## config.mk

```make
export PLATFORM = sky130hd
export DESIGN_NAME = murmur2_hash32_unit
export DESIGN_NICKNAME = d
export VERILOG_FILES = /design/src/rtl/mur2_pkg.sv /design/src/rtl/mur2_datapath.sv /design/src/rtl/mur2_ctrl.sv /design/src/rtl/murmur2_hash32_unit.sv
export VERILOG_INCLUDE_DIRS = /design/src /design/src/rtl
export SDC_FILE = /design/constraint.sdc
export NUM_CORES = 1
export LEC_CHECK = 0
export ABC_CLOCK_PERIOD_IN_PS = 9900
export BUFFER_PORTS_ARGS = -buffer_cell sky130_fd_sc_hd__buf_2
export CAP_MARGIN = 15
export CORE_ASPECT_RATIO = 1.4
export CORE_MARGIN = 2
export CORE_UTILIZATION = 51
export CTS_CLUSTER_SIZE = 40
export DETAILED_ROUTE_END_ITERATION = 7
export PLACE_DENSITY = 0.69
export SKIP_CTS_REPAIR_TIMING = 1
export SKIP_LAST_GASP = 1
export SLEW_MARGIN = 10
export SYNTH_ARGS = -nofsm -noshare
export SYNTH_HDL_FRONTEND = slang
export SYNTH_SLANG_ARGS = --single-unit
```

## constraint.sdc

```tcl
create_clock -name clock -period 9.9 [get_ports clock]
set_input_delay 0 -clock clock [delete_from_list [all_inputs] [get_ports clock]]
set_output_delay 0 -clock clock [all_outputs]
set_load 0.01 [all_outputs]
```

## src/rtl/assert_macros.svh

```systemverilog
// ---------------------------------------------------------------------------
// Assertion macros
// Shared concurrent assertion helpers for the hash unit RTL.
// ---------------------------------------------------------------------------
`ifndef ASSERT_MACROS_SVH
`define ASSERT_MACROS_SVH
`ifndef SYNTHESIS
// Property must hold at every rising clock edge outside reset.
`define CHK_ASSERT(lbl, clk, rst, prop, msg) \
   lbl: assert property (@(posedge clk) disable iff (rst) (prop)) else $error(msg);
// Condition must never be true outside reset.
`define CHK_NEVER(lbl, clk, rst, cond, msg) \
   lbl: assert property (@(posedge clk) disable iff (rst) !(cond)) else $error(msg);
`else
`define CHK_ASSERT(lbl, clk, rst, prop, msg)
`define CHK_NEVER(lbl, clk, rst, cond, msg)
`endif
`endif

```

## src/rtl/mur2_pkg.sv

```systemverilog
// ---------------------------------------------------------------------------
// mur2_pkg
// Constants, operation codes, command type and tail mask shared by the hash unit.
// ---------------------------------------------------------------------------
`default_nettype none

package mur2_pkg;

   localparam logic [31:0] MUR_MUL  = 32'h5bd1e995;
   localparam logic [31:0] MUR_SEED = 32'h0badcafe;
   localparam int unsigned MIX_SHIFT = 24;
   localparam int unsigned FIN_SHIFT_A = 13;
   localparam int unsigned FIN_SHIFT_B = 15;

   // Datapath operations issued by the controller.
   localparam logic [2:0] OP_NONE = 3'd0;
   localparam logic [2:0] OP_LOAD = 3'd1;
   localparam logic [2:0] OP_MIXK = 3'd2;
   localparam logic [2:0] OP_MIXH = 3'd3;
   localparam logic [2:0] OP_TAIL = 3'd4;
   localparam logic [2:0] OP_FIN  = 3'd5;
   localparam logic [2:0] OP_EMIT = 3'd6;

   typedef struct packed {
      logic [2:0] op;
      logic       first;
   } cmd_type;

   // Keeps the valid bytes of a partial word.
   function automatic logic [31:0] tail_mask(input logic [1:0] cnt);
      logic [31:0] m;
      case (cnt)
         2'd1: begin
            m = 32'h000000ff;
         end
         2'd2: begin
            m = 32'h0000ffff;
         end
         2'd3: begin
            m = 32'h00ffffff;
         end
         default: begin
            m = 32'h00000000;
         end
      endcase
      return m;
   endfunction

endpackage

`default_nettype wire

```

## src/rtl/mur2_datapath.sv

```systemverilog
// ---------------------------------------------------------------------------
// mur2_datapath
// Hash registers around one shared constant multiplier.
// ---------------------------------------------------------------------------
`default_nettype none

module mur2_datapath (
   input  wire logic             clock,
   input  wire mur2_pkg::cmd_type cmd,
   input  wire logic [31:0]      req_word_data,
   input  wire logic [1:0]       req_byte_count,
   input  wire logic [31:0]      req_key_length,
   output logic [31:0]           rsp_hash_value
);
   import mur2_pkg::*;

   logic [31:0] h_ff, h_in;
   logic [31:0] k_ff, k_in;
   logic [31:0] word_ff, word_in;
   logic [1:0]  cnt_ff, cnt_in;
   logic [31:0] hash_ff, hash_in;
   logic [31:0] mul_a;
   logic [31:0] mul_p;

   // Operand selection for the single multiplier.
   always_comb begin
      case (cmd.op)
         OP_LOAD: begin
            mul_a = req_word_data;
         end
         OP_MIXK: begin
            mul_a = k_ff ^ (k_ff >> MIX_SHIFT);
         end
         OP_TAIL: begin
            mul_a = h_ff ^ (word_ff & tail_mask(cnt_ff));
         end
         OP_FIN: begin
            mul_a = h_ff ^ (h_ff >> FIN_SHIFT_A);
         end
         default: begin
            mul_a = h_ff;
         end
      endcase
   end

   assign mul_p = mul_a * MUR_MUL;

   always_comb begin
      h_in    = h_ff;
      k_in    = k_ff;
      word_in = word_ff;
      cnt_in  = cnt_ff;
      hash_in = hash_ff;
      case (cmd.op)
         OP_LOAD: begin
            k_in    = mul_p;
            word_in = req_word_data;
            cnt_in  = req_byte_count;
            if (cmd.first) begin
               h_in = MUR_SEED ^ req_key_length;
            end
         end
         OP_MIXK: begin
            k_in = mul_p;
         end
         OP_MIXH: begin
            h_in = mul_p ^ k_ff;
         end
         OP_TAIL: begin
            h_in = mul_p;
         end
         OP_FIN: begin
            h_in = mul_p;
         end
         OP_EMIT: begin
            hash_in = h_ff ^ (h_ff >> FIN_SHIFT_B);
         end
         default: begin
            h_in = h_ff;
         end
      endcase
   end

   always_ff @(posedge clock) begin
      h_ff    <= h_in;
      k_ff    <= k_in;
      word_ff <= word_in;
      cnt_ff  <= cnt_in;
      hash_ff <= hash_in;
   end

   assign rsp_hash_value = hash_ff;

endmodule

`default_nettype wire

```

## src/rtl/mur2_ctrl.sv

```systemverilog
// ---------------------------------------------------------------------------
// mur2_ctrl
// Sequencer that steps the datapath through word mixing and finalization.
// ---------------------------------------------------------------------------
`default_nettype none

`include "assert_macros.svh"

module mur2_ctrl (
   input  wire logic              clock,
   input  wire logic              reset,
   input  wire logic              req_valid,
   output logic                   req_stall,
   input  wire logic [2:0]        req_byte_count,
   input  wire logic              req_first_word,
   input  wire logic              req_last_word,
   output logic                   rsp_valid,
   input  wire logic              rsp_stall,
   output mur2_pkg::cmd_type      cmd
);
   import mur2_pkg::*;

   localparam logic [2:0] ST_IDLE = 3'd0;
   localparam logic [2:0] ST_MIXK = 3'd1;
   localparam logic [2:0] ST_MIXH = 3'd2;
   localparam logic [2:0] ST_TAIL = 3'd3;
   localparam logic [2:0] ST_FIN  = 3'd4;
   localparam logic [2:0] ST_EMIT = 3'd5;

   logic [2:0] state_ff, state_in;
   logic       in_key_ff, in_key_in;
   logic       last_ff, last_in;
   logic       rsp_valid_ff, rsp_valid_in;
   logic       acc;
   logic       go;

   assign req_stall = (state_ff != ST_IDLE);
   assign acc       = req_valid && !req_stall;
   assign go        = req_first_word || in_key_ff;

   always_comb begin
      state_in  = state_ff;
      in_key_in = in_key_ff;
      last_in   = last_ff;
      cmd.op    = OP_NONE;
      cmd.first = req_first_word;
      case (state_ff)
         ST_IDLE: begin
            if (acc && go) begin
               cmd.op    = OP_LOAD;
               in_key_in = !req_last_word;
               last_in   = req_last_word;
               if (req_byte_count[2]) begin
                  state_in = ST_MIXK;
               end else if (req_byte_count[1:0] != 2'd0) begin
                  state_in = ST_TAIL;
               end else if (req_last_word) begin
                  state_in = ST_FIN;
               end
            end
         end
         ST_MIXK: begin
            cmd.op   = OP_MIXK;
            state_in = ST_MIXH;
         end
         ST_MIXH: begin
            cmd.op   = OP_MIXH;
            state_in = last_ff ? ST_FIN : ST_IDLE;
         end
         ST_TAIL: begin
            cmd.op   = OP_TAIL;
            state_in = last_ff ? ST_FIN : ST_IDLE;
         end
         ST_FIN: begin
            cmd.op   = OP_FIN;
            state_in = ST_EMIT;
         end
         ST_EMIT: begin
            if (!rsp_valid_ff || !rsp_stall) begin
               cmd.op   = OP_EMIT;
               state_in = ST_IDLE;
            end
         end
         default: begin
            state_in = ST_IDLE;
         end
      endcase
   end

   assign rsp_valid_in = (cmd.op == OP_EMIT) || (rsp_valid_ff && rsp_stall);
   assign rsp_valid    = rsp_valid_ff;

   always_ff @(posedge clock) begin
      if (reset) begin
         state_ff     <= ST_IDLE;
         in_key_ff    <= 1'b0;
         last_ff      <= 1'b0;
         rsp_valid_ff <= 1'b0;
      end else begin
         state_ff     <= state_in;
         in_key_ff    <= in_key_in;
         last_ff      <= last_in;
         rsp_valid_ff <= rsp_valid_in;
      end
   end

   `CHK_ASSERT(a_full_word_mixes, clock, reset,
      (acc && go && req_byte_count[2]) |=> (state_ff == ST_MIXK),
      "full word did not enter mixing")
   `CHK_ASSERT(a_emit_waits, clock, reset,
      (state_ff == ST_EMIT && rsp_valid_ff && rsp_stall) |=> (state_ff == ST_EMIT),
      "result overwritten while stalled")
   `CHK_NEVER(a_key_closed_in_final, clock, reset,
      (state_ff == ST_FIN || state_ff == ST_EMIT) && in_key_ff,
      "key still open during finalization")

endmodule

`default_nettype wire

```

## src/rtl/murmur2_hash32_unit.sv

```systemverilog
// ---------------------------------------------------------------------------
// murmur2_hash32_unit
// Streaming 32-bit MurmurHash2 of a key sent as little-endian words.
// ---------------------------------------------------------------------------
//
//   Channel   Direction   Handshake            Payload
//   req       in          req_valid/req_stall  word_data, byte_count,
//                                              key_length, first_word, last_word
//   rsp       out         rsp_valid/rsp_stall  hash_value
//
// A full word is loaded, mixed, then folded into the hash; a partial word is loaded
// then tail-mixed; an empty non-last word is only loaded. A last word adds finalize,
// then load the output register. The steps run in series on the single shared multiplier.
// Reset is synchronous and active high; it clears the sequencer state.
// A finished hash waits in the output register while rsp_stall is high;
// the unit keeps taking words until the next hash needs that register.
// ---------------------------------------------------------------------------
`default_nettype none

module murmur2_hash32_unit (
   input  wire logic        clock,
   input  wire logic        reset,
   input  wire logic        req_valid,
   output logic             req_stall,
   input  wire logic [31:0] req_word_data,
   input  wire logic [2:0]  req_byte_count,
   input  wire logic [31:0] req_key_length,
   input  wire logic        req_first_word,
   input  wire logic        req_last_word,
   output logic             rsp_valid,
   input  wire logic        rsp_stall,
   output logic [31:0]      rsp_hash_value
);
   import mur2_pkg::*;

   // The controller issues one datapath operation per cycle, none while it waits.
   cmd_type cmd;

   // The controller owns the handshakes and the open-key flag.
   mur2_ctrl u_ctrl (
      .clock          (clock),
      .reset          (reset),
      .req_valid      (req_valid),
      .req_stall      (req_stall),
      .req_byte_count (req_byte_count),
      .req_first_word (req_first_word),
      .req_last_word  (req_last_word),
      .rsp_valid      (rsp_valid),
      .rsp_stall      (rsp_stall),
      .cmd            (cmd)
   );

   // The datapath holds the running hash, the mixed word and the result.
   // Only the low two count bits matter there; the controller decodes the
   // full-word case from the top bit.
   mur2_datapath u_datapath (
      .clock          (clock),
      .cmd            (cmd),
      .req_word_data  (req_word_data),
      .req_byte_count (req_byte_count[1:0]),
      .req_key_length (req_key_length),
      .rsp_hash_value (rsp_hash_value)
   );

endmodule

`default_nettype wire
```

==> results of run 1 <==
## kinds of logic after synthesis
logic type,share of synthesized area (%)
simple gates,5.98
fa+ha+maj,40.8
mux,0.0652
xor+xnor,6.26
buf+inv,10.3
flops,24.6
compound gates,11.9
## metrics by stage
step                setup WS (ps)  instance area [um2]  hold WS [ps]  util [%]  cells
finish                        793                17700         -15.3      59.3   2073
global route                  245                17700          12.4      59.3   2073
CTS                           902                17200          -252      57.5   2019
detailed placement            933                16400           199      55.1   1987
global placement             1120                16400           198      55.1   1987
floorplan                    1470                15400          69.1         -   1507
## Yosys cell counts, drive strengths merged (10+ instances only)
cell type,instances
o21a,13
a211o,10
nand3,15
nand2,65
nor3,13
a221o,13
o21ai,63
a22oi,12
and3,11
a21o,19
ha,215
clkbuf,31
edfxtp,122
nor2,55
xor2,48
o211ai,12
xnor2,53
a21oi,60
inv,381
fa,179
## layout make-up
cell class / instances / area [um2] / area share [%]
multi-input cells: 961 / 10000 / 56.6
clock buffers: 17 / 425 / 2.40
clock inverters: 15 / 289 / 1.63
inverters: 381 / 1430 / 8.08
repair buffers: 186 / 1270 / 7.16
well taps: 385 / 482 / 2.72
flip-flops and latches: 128 / 3780 / 21.4
## how the worst min path moves through the flow
stage                       start                      to  slack [ps]  depth (start not counted)
6_report       req_key_length[30]     u_datapath.h_ff[30]         -20                          4
5_1_grt        req_key_length[26]     u_datapath.h_ff[26]          10                          3
4_1_cts         req_word_data[15]  u_datapath.word_ff[15]        -250                          1
3_5_place_dp     req_word_data[5]   u_datapath.word_ff[5]         200                          1
3_3_place_gp     req_word_data[6]   u_datapath.word_ff[6]         200                          1
2_1_floorplan               reset        u_ctrl.rsp_valid          70                          1
## routing by layer
layer | track usage, % | wire length (um) | up-vias
li1 | - | - | 5302
met1 | 32.5 | 15900 | 5738
met2 | 51.4 | 22900 | 547
met3 | 3.83 | 2500 | 174
met4 | 19.5 | 3630 | 0
met5 | 0 | 0 | -
## worst reg2reg max path, delay by kind of cell (launching register included)
family | cells | cell delay [ps]
buffers and inverters | 8 | 880
AND/OR/NAND/NOR | 5 | 850
XOR/XNOR | 1 | 160
flip-flops | 1 | 650
adder cells (fa/ha/maj) | 9 | 3740
AO/OA/AOI/OAI | 10 | 2540
## state kept, by name, indices dropped and copies added (netlist names)
register and flops:
u_datapath.k_ff 32, u_datapath.h_ff 32, u_datapath.rsp_hash_value 32, u_datapath.word_ff 24, u_datapath.cnt_ff 2, u_ctrl.in_key_ff 1
u_ctrl.state_ff 3, u_ctrl.last_ff 1, u_ctrl.rsp_valid 1
==> flow_metrics.tcl, run 1 <==
set metrics [dict create \
    areaGrowthSynthToFinish_pct 15.2 \
    insertedDiodeCount 0 \
    timing.rr.end "u_datapath.h_ff[28]" \
    synth_cells 1507 \
    worst_slew_margin_rel_pct 29.9 \
    most-common-layout-cells "inv_1, ha_1, fa_1" \
    worstSetupStartpointType "flop" \
    critical-path-top-delay-family "adder cells" \
    min_period_over_period_pct 92.0 \
    result_of_the_run "complete, but fails checks" \
    ys_seq_elements 128 \
    place_hpwl_mm 37.0 \
    ys_async_sr_fraction_pct 0 \
    wire_per_inst_um 21.7 \
    cts.sink_count 128 \
    route.vias.total 11761 \
    critical_path_most_common_cell "inv_1" \
    finalSetupViolCount 0 \
    synth_top_cells_by_area "edfxtp_1, fa_1, ha_1, inv_1, xnor2_1" \
    synth-edff-count 122 \
    postSynthAreaPerCell_um2 10.2 \
    die_area_um2 31500 \
    rrSetupSlack_ps 790 \
    grt_first_pass_wirelength_mm 68.2 \
    failed_checks "DRC, hold timing" \
    htree_num_levels 4 \
    synth_cell_types 61 \
    worstSetupPathDepth 33 \
    synth.yosys.warnings 0 \
    routed_wirelength_mm 44.9 \
    timing.final.max_slew_violations 0 \
    critical_path.max_fanout 15 \
    grt_start_max_net_pins 33 \
    worst_hold_slack_ps -15.3 \
    cts-buffers-inserted 17 \
    critical-path-max-stage-delay_ps 650 \
    router_iterations_before_antenna_repair 8 \
    slowest_stage_cell_cp "dfxtp_1" \
    boundaryPins 107 \
    hold_viol 1 \
    synth_seq_area_share_pct 24.6 \
    dr.first_iter.drc_count 874 \
    ctsRootBufferMaster "clkbuf_16" \
    synth_top_flop_cell "edfxtp_1" \
    detail-route-antenna-nets 0 \
    clock_latency_at_the_later_pin_of_the_worst_skew_pair_ps 440 \
    rows 75 \
    antenna_violations_before_repair 0 \
    globalRouteOverflowTotal 0 \
    timing.critical_path.buf_inv 8 \
    critical_path.startpoint "u_ctrl.state_ff[1]" \
    synth_nets 1974 \
    timing.setup.tns_ps 0 \
    synth_top_area_cell "edfxtp_1" \
    groute.usage.overall_pct 29.2 \
    worstPathArrival_ps 9270 \
    synth.cell_area_um2 15400 \
    min_period_ps 9110 \
    floorplan.die.width_um 151 \
    hold_path.class "primary input to flop" \
    routed_via_count_divided_by_cell_count 5.67 \
    port-buffer-count 106 \
    drive_gt1_share_pct 11.0 \
    layout.nets 2142 \
    critPathKind "flop to flop" \
    maximum_clock_frequency_mhz 110 \
    tightest_slew_ps 1050 \
    clk_pin_slew_ps 60 \
    end_kind "flop" \
    layout.cells.most_common "inv_1" \
    setup_repair_after_global_routing_missed_its_margin "no" \
    n_fill_cell 2475 \
    fin_worst_skew_ps 9.31 \
    height_of_the_die_um 209 \
    first_global_vias 12310 \
    tritoncts_clock_tree "done" \
    cap_viol_max_count 0 \
    top_area_cell_type_share_of_the_netlist_area_pct 23.8 \
    gpl.final_weighted_congestion 0.964 \
    r2r_startpoint "u_ctrl.state_ff[1]" \
    design.core.area_um2 29800 \
    start_util_pct 51.5 \
    cp.required_ps 10060 \
    ctsLongestPathBuffers 2 \
    worstRegToRegCells 33 \
    drc 3 \
    cp-endpoint "u_datapath.h_ff[28]" \
]
Power of run 1 is left out: the tool's default activity adds up to more than one toggle a clock period on the data nets, which glitch-free logic cannot reach.
==> inputs of run 2 (changes only) <==
- ABC_AREA: default -> 1
==> flow_metrics.tcl, run 2 <==
set metrics [dict create \
    worst_slew_margin_rel_pct 26.7 \
    place_hpwl_mm 39.4 \
    largest_family_of_logic_cells_by_synthesized_area "adder cells" \
    grt_start_max_net_pins 35 \
    end_kind "flop" \
    drc 0 \
    setup_repair_after_global_routing_missed_its_margin "no" \
    top_area_cell_type_share_of_the_netlist_area_pct 23.3 \
    synth_cell_types 49 \
    critical_path.startpoint "u_ctrl.state_ff[2]" \
    adder_cell_share_of_the_synthesized_area_pct 39.9 \
    maximum_clock_frequency_mhz 109 \
    route.vias.total 12977 \
    grt_first_pass_wirelength_mm 72.4 \
    synth_compound_gate_area_share_pct 7.19 \
    insertedDiodeCount 0 \
    first_global_vias 13383 \
    cp.required_ps 10120 \
    ys_async_sr_fraction_pct 0 \
    ctsRootBufferMaster "clkbuf_16" \
    n_fill_cell 2580 \
    ys_top_cells_by_count "inv_1, nand2_1, ha_1" \
    cts-buffers-inserted 25 \
    min_period_over_period_pct 92.6 \
    critical_hold_path_startpoint "rsp_stall" \
    min_period_ps 9170 \
    rows 76 \
    hold_viol 3 \
    design.core.area_um2 30600 \
    fraction_of_synthesized_area_in_multiplexers_pct 0 \
    areaGrowthSynthToFinish_pct 15.4 \
    cts.sink_count 128 \
    postSynthAreaPerCell_um2 9.04 \
    height_of_the_die_um 212 \
    drive_gt1_share_pct 10.2 \
    die_area_um2 32300 \
    start_util_pct 51.4 \
    router_iterations_before_antenna_repair 6 \
    synth_cells 1741 \
    clk_pin_slew_ps 50 \
    tightest_slew_ps 1100 \
    result_of_the_run "complete, but fails checks" \
    routed_wirelength_mm 48.5 \
    worst_hold_slack_ps -28.9 \
    floorplan.die.width_um 152 \
    timing.final.max_slew_violations 0 \
    critPathKind "flop to flop" \
    globalRouteOverflowTotal 0 \
    clock_latency_at_the_later_pin_of_the_worst_skew_pair_ps 480 \
    layout.nets 2405 \
    antenna_violations_before_repair 0 \
    synth-edff-count 122 \
    synth.yosys.warnings 0 \
    r2r_startpoint "u_ctrl.state_ff[2]" \
    port-buffer-count 106 \
    synth_simple_gate_area_share_pct 12.4 \
    dr.first_iter.drc_count 839 \
    failed_checks "hold timing" \
    synth_top_cells_by_area "edfxtp_1, fa_1, ha_1, inv_1, nand2_1" \
    groute.usage.overall_pct 29.7 \
    worstSetupStartpointType "flop" \
    timing.setup.tns_ps 0 \
    synth-xor-area-share_pct 4.84 \
    final_core_utilization_pct 59.3 \
    synth_most_common_cell "inv_1" \
    ctsLongestPathBuffers 3 \
    htree_num_levels 4 \
    most-common-layout-cells "inv_1, nand2_1, ha_1" \
    detail-route-antenna-nets 0 \
    layout.cells.most_common "inv_1" \
    synth_top_flop_cell "edfxtp_1" \
    gpl.final_weighted_congestion 1.06 \
    routed_via_count_divided_by_cell_count 5.56 \
    tritoncts_clock_tree "done" \
    wire_per_inst_um 20.8 \
    synth.cell_area_um2 15700 \
    cap_viol_max_count 0 \
    synth_top_area_cell "edfxtp_1" \
    finalSetupViolCount 0 \
    fin_worst_skew_ps 13.8 \
    hold_path.class "primary input to flop" \
    worstPathArrival_ps 9380 \
    synth_nets 2208 \
    boundaryPins 107 \
    synth_seq_area_share_pct 24.0 \
    critical-path-max-stage-delay_ps 890 \
    ys_seq_elements 128 \
    slowest_stage_cell_cp "o2111ai_1" \
    critical_path.max_fanout 27 \
]
[run 2: cell types whose count changed after synthesis, sizes merged, moves of 12 or more]
cell | previous run | this run
a21o | 19 | 2
a221o | 13 | 0
a22oi | 12 | 0
clkbuf | 31 | 16
inv | 381 | 454
nand2 | 65 | 292
nand3 | 15 | 69
nor2 | 55 | 72
xnor2 | 53 | 39
[run 2: cell type report]
cell class / instances / area (um2) / share of cell area (%)
clock inverter: 7 / 28.8 / 0.158
clock buffer: 26 / 629 / 3.47
sequential: 128 / 3780 / 20.8
timing repair buffer: 198 / 1370 / 7.55
tap: 390 / 488 / 2.69
multi-input combinational: 1129 / 10100 / 55.9
inverter: 456 / 1710 / 9.43
[run 2: metrics by stage]
stage,instances,setup slack [ps],cell area (um2)
6_report,2334,731,18200
5_1_grt,2334,303,18200
4_1_cts,2274,1040,17600
3_5_place_dp,2241,1020,16900
3_3_place_gp,2241,1140,16900
2_1_floorplan,1741,908,15700
[run 2: path summary, 6_finish.rpt]
kind	end	slack (ps)	depth (start not counted)
worst max-delay path	u_datapath.h_ff[30]	730	30
worst max register to register	u_datapath.h_ff[30]	730	30
worst min-delay path	u_ctrl.state_ff[2]	-30	5
worst min register to register	u_ctrl.last_ff	470	2
[run 2: worst max-delay path: cells and delay by family, from the launching register on]
| kind | cells | cell delay (ps) |
|---|---|---|
| adder cells (fa/ha/maj) | 9 | 3990 |
| AND/OR/NAND/NOR | 11 | 2360 |
| buffers and inverters | 9 | 1170 |
| AO/OA/AOI/OAI | 1 | 890 |
| flip-flops | 1 | 480 |
[run 2: cell families (layout without fill, tap and decap cells)]
logic type / after synthesis / after routing
adder cells (fa/ha/maj): 394 / 394
XOR/XNOR: 87 / 87
flip-flops: 128 / 128
AND/OR/NAND/NOR: 466 / 466
AO/OA/AOI/OAI: 182 / 182
buffers and inverters: 484 / 687
[run 2: routing by layer]
layer / GRT usage, % / vias to the layer above / wire [um]
met1: 31.1 / 6202 / 16600
met2: 54.4 / 665 / 25000
met5: 0 / - / 0
li1: - / 5899 / -
met3: 4.34 / 211 / 3000
met4: 21.2 / 0 / 3910
Power of run 2 is left out for the same reason.
